==> src/sv/tdpb_pkg.sv <==
// ----------------------------------------------------------------------------
// tdpb_pkg
// Shared constants and types for the tail drop packet buffer.
// ----------------------------------------------------------------------------
`default_nettype none

package tdpb_pkg;

  localparam int unsigned DepthDef     = 64;
  localparam int unsigned TimeWidthDef = 32;

  localparam int unsigned CfgW = 7;
  localparam logic [CfgW-1:0] BufferSizeRst = 7'd64;

  // Per-cycle control broadcast from the sequencer to every cell.
  typedef struct packed {
    logic shift;  // every cell takes its right neighbor's finish time (the end cell takes zero)
    logic push;   // the tail cell takes the new finish time
  } chain_ctrl_t;

endpackage

`default_nettype wire

==> src/sv/tdpb_cell.sv <==
// ----------------------------------------------------------------------------
// tdpb_cell
// One slot of the finish time queue. It either takes its neighbor's value
// when the queue advances or the new finish time when it is the tail.
// ----------------------------------------------------------------------------
`default_nettype none

module tdpb_cell #(
  parameter int unsigned TIME_WIDTH = tdpb_pkg::TimeWidthDef
) (
  input  wire                       clk_i,
  input  tdpb_pkg::chain_ctrl_t     ctrl_i,
  input  wire                       tail_i,
  input  wire  [TIME_WIDTH-1:0]     nbr_i,
  input  wire  [TIME_WIDTH-1:0]     wdata_i,
  output logic [TIME_WIDTH-1:0]     finish_o
);
  import tdpb_pkg::*;

  logic [TIME_WIDTH-1:0] finish_q;

  always_ff @(posedge clk_i) begin
    if (ctrl_i.shift) begin
      finish_q <= nbr_i;
    end else if (ctrl_i.push && tail_i) begin
      finish_q <= wdata_i;
    end
  end

  assign finish_o = finish_q;

endmodule

`default_nettype wire

==> src/sv/tdpb_chain.sv <==
// ----------------------------------------------------------------------------
// tdpb_chain
// Row of finish time cells. Cell zero is the front of the queue; the row
// moves toward it by one cell whenever the front packet retires.
// ----------------------------------------------------------------------------
`default_nettype none

module tdpb_chain #(
  parameter int unsigned DEPTH      = tdpb_pkg::DepthDef,
  parameter int unsigned TIME_WIDTH = tdpb_pkg::TimeWidthDef,
  localparam int unsigned CntW      = $clog2(DEPTH + 1)
) (
  input  wire                       clk_i,
  input  tdpb_pkg::chain_ctrl_t     ctrl_i,
  input  wire  [CntW-1:0]           count_i,
  input  wire  [TIME_WIDTH-1:0]     wdata_i,
  output logic [TIME_WIDTH-1:0]     front_o
);
  import tdpb_pkg::*;

  logic [TIME_WIDTH-1:0] finish [DEPTH];

  for (genvar i = 0; i < DEPTH; i++) begin : g_cell
    logic [TIME_WIDTH-1:0] nbr;
    logic                  tail;

    if (i == DEPTH - 1) begin : g_end
      assign nbr = '0;
    end else begin : g_mid
      assign nbr = finish[i+1];
    end

    // The next free slot is the one whose position equals the fill count.
    assign tail = (count_i == CntW'(i));

    tdpb_cell #(
      .TIME_WIDTH(TIME_WIDTH)
    ) u_cell (
      .clk_i   (clk_i),
      .ctrl_i  (ctrl_i),
      .tail_i  (tail),
      .nbr_i   (nbr),
      .wdata_i (wdata_i),
      .finish_o(finish[i])
    );
  end

  assign front_o = finish[0];

endmodule

`default_nettype wire

==> src/sv/tail_drop_packet_buffer_top.sv <==
// ----------------------------------------------------------------------------
// tail_drop_packet_buffer_top
// Single server fed by a finite buffer with tail drop.
//
//   channel   direction  handshake               payload
//   packet    in         start high, busy low    arrival_time_i, process_time_i,
//                                                last_packet_i
//   result    out        done_o for one cycle    dropped_o, start_time_o
//   config    in         cfg_we_i                cfg_wdata_i (buffer size)
//
// A packet takes R + 2 cycles from accept to the next accept, where R is the
// number of buffered packets it retires: one cycle per retired packet at the
// front cell, one cycle for the accept or drop decision, and one cycle in
// which the registered result is shown while the next packet may be taken.
// Reset clears the fill count and the last finish time and sets the buffer
// size to 64; the cells themselves are not cleared. The result side cannot
// stall.
// ----------------------------------------------------------------------------
`default_nettype none

module tail_drop_packet_buffer_top #(
  parameter int unsigned DEPTH      = tdpb_pkg::DepthDef,
  parameter int unsigned TIME_WIDTH = tdpb_pkg::TimeWidthDef
) (
  input  wire                          clk_i,
  input  wire                          rst_ni,
  input  wire                          start,
  output logic                         busy,
  input  wire  [TIME_WIDTH-1:0]        arrival_time_i,
  input  wire  [TIME_WIDTH-1:0]        process_time_i,
  input  wire                          last_packet_i,
  output logic                         done_o,
  output logic                         dropped_o,
  output logic [TIME_WIDTH-1:0]        start_time_o,
  input  wire                          cfg_we_i,
  input  wire  [tdpb_pkg::CfgW-1:0]    cfg_wdata_i
);
  import tdpb_pkg::*;

  localparam int unsigned CntW = $clog2(DEPTH + 1);
  localparam int unsigned CmpW = (CntW > CfgW) ? CntW : CfgW;

  typedef enum logic {
    ST_IDLE,
    ST_RUN
  } state_e;

  state_e                state_q;
  logic [CntW-1:0]       count_q;
  logic [TIME_WIDTH-1:0] last_finish_q;
  logic [TIME_WIDTH-1:0] arrival_q;
  logic [TIME_WIDTH-1:0] proc_q;
  logic [TIME_WIDTH-1:0] begin_q;
  logic                  last_q;
  logic [CfgW-1:0]       buffer_size_q;
  logic                  done_q;
  logic                  dropped_q;
  logic [TIME_WIDTH-1:0] start_time_q;

  logic [TIME_WIDTH-1:0] front;
  logic [TIME_WIDTH:0]   sum;
  logic [TIME_WIDTH-1:0] finish;
  logic                  retire;
  logic                  has_room;
  chain_ctrl_t           ctrl;

  // Finish times are sorted, so retiring from the front until the first
  // later finish matches retiring every entry at or before the arrival.
  assign retire   = (count_q != '0) && (front <= arrival_q);
  assign has_room = (CmpW'(count_q) < CmpW'(buffer_size_q)) &&
                    (CmpW'(count_q) < CmpW'(DEPTH));

  assign sum    = {1'b0, begin_q} + {1'b0, proc_q};
  assign finish = sum[TIME_WIDTH] ? '1 : sum[TIME_WIDTH-1:0];

  assign ctrl.shift = (state_q == ST_RUN) && retire;
  assign ctrl.push  = (state_q == ST_RUN) && !retire && has_room;

  tdpb_chain #(
    .DEPTH     (DEPTH),
    .TIME_WIDTH(TIME_WIDTH)
  ) u_chain (
    .clk_i  (clk_i),
    .ctrl_i (ctrl),
    .count_i(count_q),
    .wdata_i(finish),
    .front_o(front)
  );

  always_ff @(posedge clk_i or negedge rst_ni) begin
    if (!rst_ni) begin
      state_q       <= ST_IDLE;
      count_q       <= '0;
      last_finish_q <= '0;
      arrival_q     <= '0;
      proc_q        <= '0;
      begin_q       <= '0;
      last_q        <= 1'b0;
      done_q        <= 1'b0;
      dropped_q     <= 1'b0;
      start_time_q  <= '0;
    end else begin
      done_q <= 1'b0;
      case (state_q)
        ST_IDLE: begin
          if (start) begin
            arrival_q <= arrival_time_i;
            proc_q    <= process_time_i;
            last_q    <= last_packet_i;
            begin_q   <= (arrival_time_i > last_finish_q) ? arrival_time_i
                                                         : last_finish_q;
            state_q   <= ST_RUN;
          end
        end
        ST_RUN: begin
          if (retire) begin
            count_q <= count_q - 1'b1;
          end else begin
            done_q       <= 1'b1;
            dropped_q    <= !has_room;
            start_time_q <= has_room ? begin_q : '0;
            if (last_q) begin
              count_q       <= '0;
              last_finish_q <= '0;
            end else if (has_room) begin
              count_q       <= count_q + 1'b1;
              last_finish_q <= finish;
            end
            state_q <= ST_IDLE;
          end
        end
        default: begin
          state_q <= ST_IDLE;
        end
      endcase
    end
  end

  always_ff @(posedge clk_i or negedge rst_ni) begin
    if (!rst_ni) begin
      buffer_size_q <= BufferSizeRst;
    end else if (cfg_we_i) begin
      buffer_size_q <= cfg_wdata_i;
    end
  end

  assign busy         = (state_q == ST_RUN);
  assign done_o       = done_q;
  assign dropped_o    = dropped_q;
  assign start_time_o = start_time_q;

endmodule

`default_nettype wire

==> config.mk <==
export PLATFORM = sky130hd
export DESIGN_NAME = tail_drop_packet_buffer_top
export DESIGN_NICKNAME = d
export VERILOG_FILES = /design/src/sv/tdpb_pkg.sv /design/src/sv/tdpb_cell.sv /design/src/sv/tdpb_chain.sv /design/src/sv/tail_drop_packet_buffer_top.sv
export SDC_FILE = /design/constraint.sdc
export NUM_CORES = 2
export LEC_CHECK = 0
export ABC_AREA = 1
export BUFFER_PORTS_ARGS = -buffer_cell sky130_fd_sc_hd__buf_2
export CAP_MARGIN = 20
export CELL_PAD_IN_SITES_DETAIL_PLACEMENT = 0
export CELL_PAD_IN_SITES_GLOBAL_PLACEMENT = 2
export CORE_MARGIN = 1.5
export CORE_UTILIZATION = 43
export CTS_BUF_LIST = sky130_fd_sc_hd__clkbuf_8
export DETAILED_ROUTE_END_ITERATION = 8
export PLACE_DENSITY = 0.91
export SLEW_MARGIN = 40
export SYNTH_ARGS = -nofsm -noshare
export SYNTH_HDL_FRONTEND = slang
export SYNTH_HIERARCHICAL = 1
export SYNTH_SLANG_ARGS = --single-unit
==> constraint.sdc <==
create_clock -name clk_i -period 6 [get_ports clk_i]
set_input_delay 1.2 -clock clk_i [delete_from_list [all_inputs] [get_ports clk_i]]
set_output_delay 1.2 -clock clk_i [all_outputs]
set_load 0.05 [all_outputs]
---- Word level (Yosys, flattened, before mapping) ----
Index checks and enable logic that the tools add are counted.
storage, ports and cells
  bits in registers ....................... 2226
  bits in latches ......................... 0
  RAM bits ................................ 0
  ROM bits ................................ 0
  input port bits ......................... 76
  output and inout bits ................... 35
  word-level logic and storage cells ...... 428
  memories ................................ 0
operators by class
  add/sub/neg operators ................... 3
  multipliers ............................. 0
  divide/modulo/power cells ............... 0
  $lt $le $gt $ge ......................... 4
  equal/unequal tests ..................... 63
  shift operators ......................... 0
  muxes and demuxes ....................... 139
  bitwise logic cells ..................... 2
  reductions and logical operators ........ 142
operators by type and width
  kind                   count
  $mux W32               131
  $eq A7 B6 Y1 const B   32
  $reduce_bool A2 Y1     64
  $eq A7 B5 Y1 const B   16
  $logic_and A1 B1 Y1    69
  $eq A7 B4 Y1 const B   8
  $add A32 B32 Y33       1
  $gt A32 B32 Y1         1
  $le A32 B32 Y1         1
  $eq A7 B3 Y1 const B   4
  $mux W7                3
  $eq A7 B2 Y1 const B   2
  $add A7 B1 Y7 const B  1
  $eq A7 B1 Y1 const B   1
  $logic_not A7 Y1       1
  $lt A7 B7 Y1           1
  $lt A7 B7 Y1 const B   1
  $reduce_bool A7 Y1     1
  $sub A7 B1 Y7 const B  1
  $reduce_and A2 Y1      3
  $mux W1                4
  $reduce_and A3 Y1      1
  $reduce_bool A3 Y1     1
  $logic_not A1 Y1       2
  2 further kinds        3

---- Longest topological paths before layout ----
  depth after elaboration ................. 8
  depth in mapped cells ................... 21

---- Hierarchy ----
The synthesis kept the hierarchy.
modules (own cells, without submodules)
  module                       times used  cells an instance  area each (um^2)  sequential area each (um^2)
  tdpb_cell                    64          138                1457.6            960.9
  tail_drop_packet_buffer_top  1           1779               12279.3           4455.5
  tdpb_chain                   1           106                455.4             0.0

---- Worst setup path before layout ----
OpenSTA, ideal clock, no wires.
  path type ............................... reg2reg
  start point ............................. reg arrival_q[31]
  end point ............................... reg u_chain.g_cell[0].u_cell.finish_q[0], enable pin
  library setup time ...................... 0.390 ns
  arrival time ............................ 4.492 ns
  data required time ...................... 5.610 ns
  slack ................................... 1.119 ns
  stages on the path, launching flop included .. 16
  period minus slack after synthesis ...... 4.881 ns
  path through ............................ dfrtp_1 -> inv_1 -> ha_1 -> nand2_1 -> nor2_1 -> nand2_1 -> nor2_1 -> nand2_1 -> nand2_1 -> nand2_4 -> nand2_4 -> nand2_4 -> buf_2 -> nor2_1 -> nand2_1 -> nand2_1
RTL lines
  element                   line                                RTL
  start: declaration        tail_drop_packet_buffer_top.sv:51   logic [TIME_WIDTH-1:0] arrival_q;
  start signal: assignment  tail_drop_packet_buffer_top.sv:107  arrival_q <= arrival_time_i;
  end signal: assignment    tdpb_cell.sv:24                     finish_q <= nbr_i;
  end signal: assignment    tdpb_cell.sv:26                     finish_q <= wdata_i;
  end: declaration          tdpb_cell.sv:20                     logic [TIME_WIDTH-1:0] finish_q;

==> flow_summary.json <==
{
  "route.detailed.drc": 0,
  "port_buffers": 110,
  "grt_usage_pct": 21.73,
  "post_cts_buffers": 0,
  "fin_crit_sh_pct": 75.36,
  "rrSetupSlack_ns": 1.48,
  "die_y_um": 499.6,
  "dp.cells": 13728,
  "slew_violations": 0,
  "clk_latency_ns": 1.11,
  "cp_max_fo": 52,
  "synth_cell_types": 50,
  "grt_pass1_vias": 70661,
  "r2r-end": "u_chain/g_cell[12].u_cell/finish_o[13]",
  "area_growth_pct": 6.431,
  "globalplace.congestion": 0.8769,
  "synth.largest_area_cell": "edfxtp_1",
  "finalSetupViolCount": 0,
  "path_common_cell": "nand2_1",
  "fin_cells": 14416,
  "timing.fmax_mhz": 221.2,
  "postSynth.asyncResetShare_pct": 7.996,
  "slew_headroom_pct": 40.24,
  "core_area_um2": 245500,
  "ys_seq_area_share_pct": 62.21,
  "rows": 182,
  "postRouteAntennaNets": 0,
  "grt_pass1_wl_um": 423600,
  "tritoncts": "yes",
  "yosysMostFrequentCell": "nand2_1",
  "antenna_found_initial": 7,
  "clock-sinks": 2226,
  "critPathKind": "reg2reg",
  "overflow": 0,
  "num_vias": 72229,
  "cp.arrival_ns": 5.23,
  "grt_max_degree": 145,
  "tightest_slew_ns": 0.8942,
  "synth_cells": 10717,
  "netlist_top_cells_count": "nand2_1 (6,390), edfxtp_1 (2,048), nand2_2 (584), inv_1 (268), buf_6 (196)",
  "skew_ns": 0.09936,
  "ys_warn_count": 6,
  "ys_seq_elements": 2226,
  "final_nets": 11086,
  "dr.first_iter.drc_count": 6880,
  "cts_buffers": 395,
  "critPathMaxStageDelay_ns": 0.64,
  "cts_resized": 0,
  "synthTopCellsByArea": "edfxtp_1 (58%), nand2_1 (23%), dfrtp_1 (4.2%)",
  "regArea_um2": 65950,
  "fillerInstances": 23136,
  "die-area_um2": 249600,
  "htree_levels": 5,
  "yosysTopAreaCellShare_pct": 58.00,
  "drive_gt1_share_pct": 13.02,
  "synth_edf_count": 2048,
  "cts_max_path_buffers": 4,
  "hold_viol": 0,
  "hold_path_class": "in2async",
  "syn-mean-instance-area_um2": 9.893,
  "clockRootBuffer": "clkbuf_8",
  "start_util_pct": 43.19,
  "postCtsHoldBufs": 0,
  "first_pass_iters": 6,
  "reg2reg_depth": 17,
  "cp_cell_sequence": "inv_1 > ha_1 > nand2_1 > nand2_1 > nand3_1 > nand2_1 > a21oi_1 > nand2_1 > nand2_1 > nand2_1 > nand2_4 > nand3_2 > inv_8 > buf_4 > inv_8 > nand2_1 > buf_4",
  "viasPerCell": 5.010,
  "synth_ff_type": "edfxtp_1",
  "wl_per_cell_um": 19.01,
  "required_ns": 6.71,
  "die_w_um": 499.6,
  "maxCapViolations": 0,
  "dp_hpwl_um": 167400,
  "rsz0062_at_grt": "false",
  "clk_pin_slew_ns": 0.08,
  "fin_crit_ns": 4.522,
  "slowest_stage": "nand2_1",
  "start_kind": "register",
  "netlist_area_um2": 106000,
  "worst_setup_path_end_kind": "register",
  "tns_ns": 0,
  "ioPinCount": 111,
  "timing.rr.start": "arrival_q[9]",
  "totalWireLength_um": 274100,
  "status": "finished, final reports clean",
  "multiInputGateArea_um2": 32250
}
==> metrics by stage <==
stage | setup WS [ns] | utilization [%] | hold WS, ns | instance area [um2]
after detailed placement | 1.536 | 43.14 | 0.4668 | 105900
after floorplan | 1.119 | - | 0.4489 | 106100
final | 1.478 | 45.97 | 0.09618 | 112800
after CTS | 1.441 | 45.96 | 0.01391 | 112800
after global routing | 1.161 | 45.97 | 0.08420 | 112800
after global placement | 1.570 | 43.09 | 0.4621 | 105800
==> layer usage <==
metal / track usage (%) / share of wire (%) / vias to the layer above
met2: 34.86 / 47 / 2136
li1: - / - / 34630
met1: 30.36 / 44 / 35007
met4: 6.420 / 2.6 / 2
met3: 3.377 / 6.3 / 454
met5: 0.4052 / 0.052 / -
==> worst max path at each step <==
stage                                                  end  slack [ns]          start  depth (start not counted)
detailed placement  u_chain/g_cell[12].u_cell/finish_o[17]        1.54  arrival_q[13]                         15
global route         u_chain/g_cell[48].u_cell/finish_o[7]        1.16  arrival_q[13]                         15
global placement    u_chain/g_cell[10].u_cell/finish_o[26]        1.57  arrival_q[13]                         13
CTS                 u_chain/g_cell[12].u_cell/finish_o[13]        1.44   arrival_q[9]                         17
finish              u_chain/g_cell[12].u_cell/finish_o[13]        1.48   arrival_q[9]                         17
floorplan             u_chain/g_cell[0].u_cell/finish_o[0]        1.12  arrival_q[31]                         15
==> critical path, delay by kind of cell (launching register included) <==
kind | cells | cell delay [ns]
simple gates | 10 | 1.54
buf+inv | 5 | 1.49
flops | 1 | 0.37
fa+ha+maj | 1 | 0.31
compound gates | 1 | 0.30
==> cell type report <==
class | instances | share of cell area, %
flip-flops and latches | 2226 | 58.45
inverters | 339 | 1.580
multi-input cells | 7677 | 28.58
clock buffers | 405 | 4.940
repair buffers | 266 | 1.682
well taps | 3220 | 3.570
clock inverters | 276 | 1.188
diodes | 7 | 0.01552
==> placed cells by master, fill, tap and decap left out, drive strengths merged, types with 3 or more instances in the layout <==
master    instances
nand2          6984
o21a              5
nor3             12
buf             265
and2              4
o21ai            91
clkinvlp          6
nor4              3
nand3           138
dfrtp           177
or2              12
clkbuf          406
xor2             19
bufinv            7
o21bai            4
edfxtp         2048
clkinv          132
nand4            15
a21oi            61
inv             470
ha              104
a21o              3
diode             7
nor2            184
conb             32
==> flip-flops by register name, summed over array words and instances, names as in the netlist, 7 cells and up <==
register                        count
u_chain/g_cell.u_cell/finish_o   2048
arrival_q                          32
begin_q                            32
last_finish_q                      32
proc_q                             32
start_time_o                       32
buffer_size_q                       7
count_q                             7
==> kinds of logic (layout without fill, tap and decap cells) <==
family,after synthesis,count (layout),share of synthesized area (%)
other,1,39,0.003537
AO/OA/AOI/OAI,166,166,0.8521
AND/OR/NAND/NOR,7354,7354,27.83
adder cells (fa/ha/maj),105,105,1.246
XOR/XNOR,19,19,0.1570
flip-flops,2226,2226,62.21
buffers and inverters,845,1286,7.690
multiplexers,1,1,0.01062
Power is left out: the tool's default activity adds up to more than one toggle a clock period on the data nets, which glitch-free logic cannot reach.
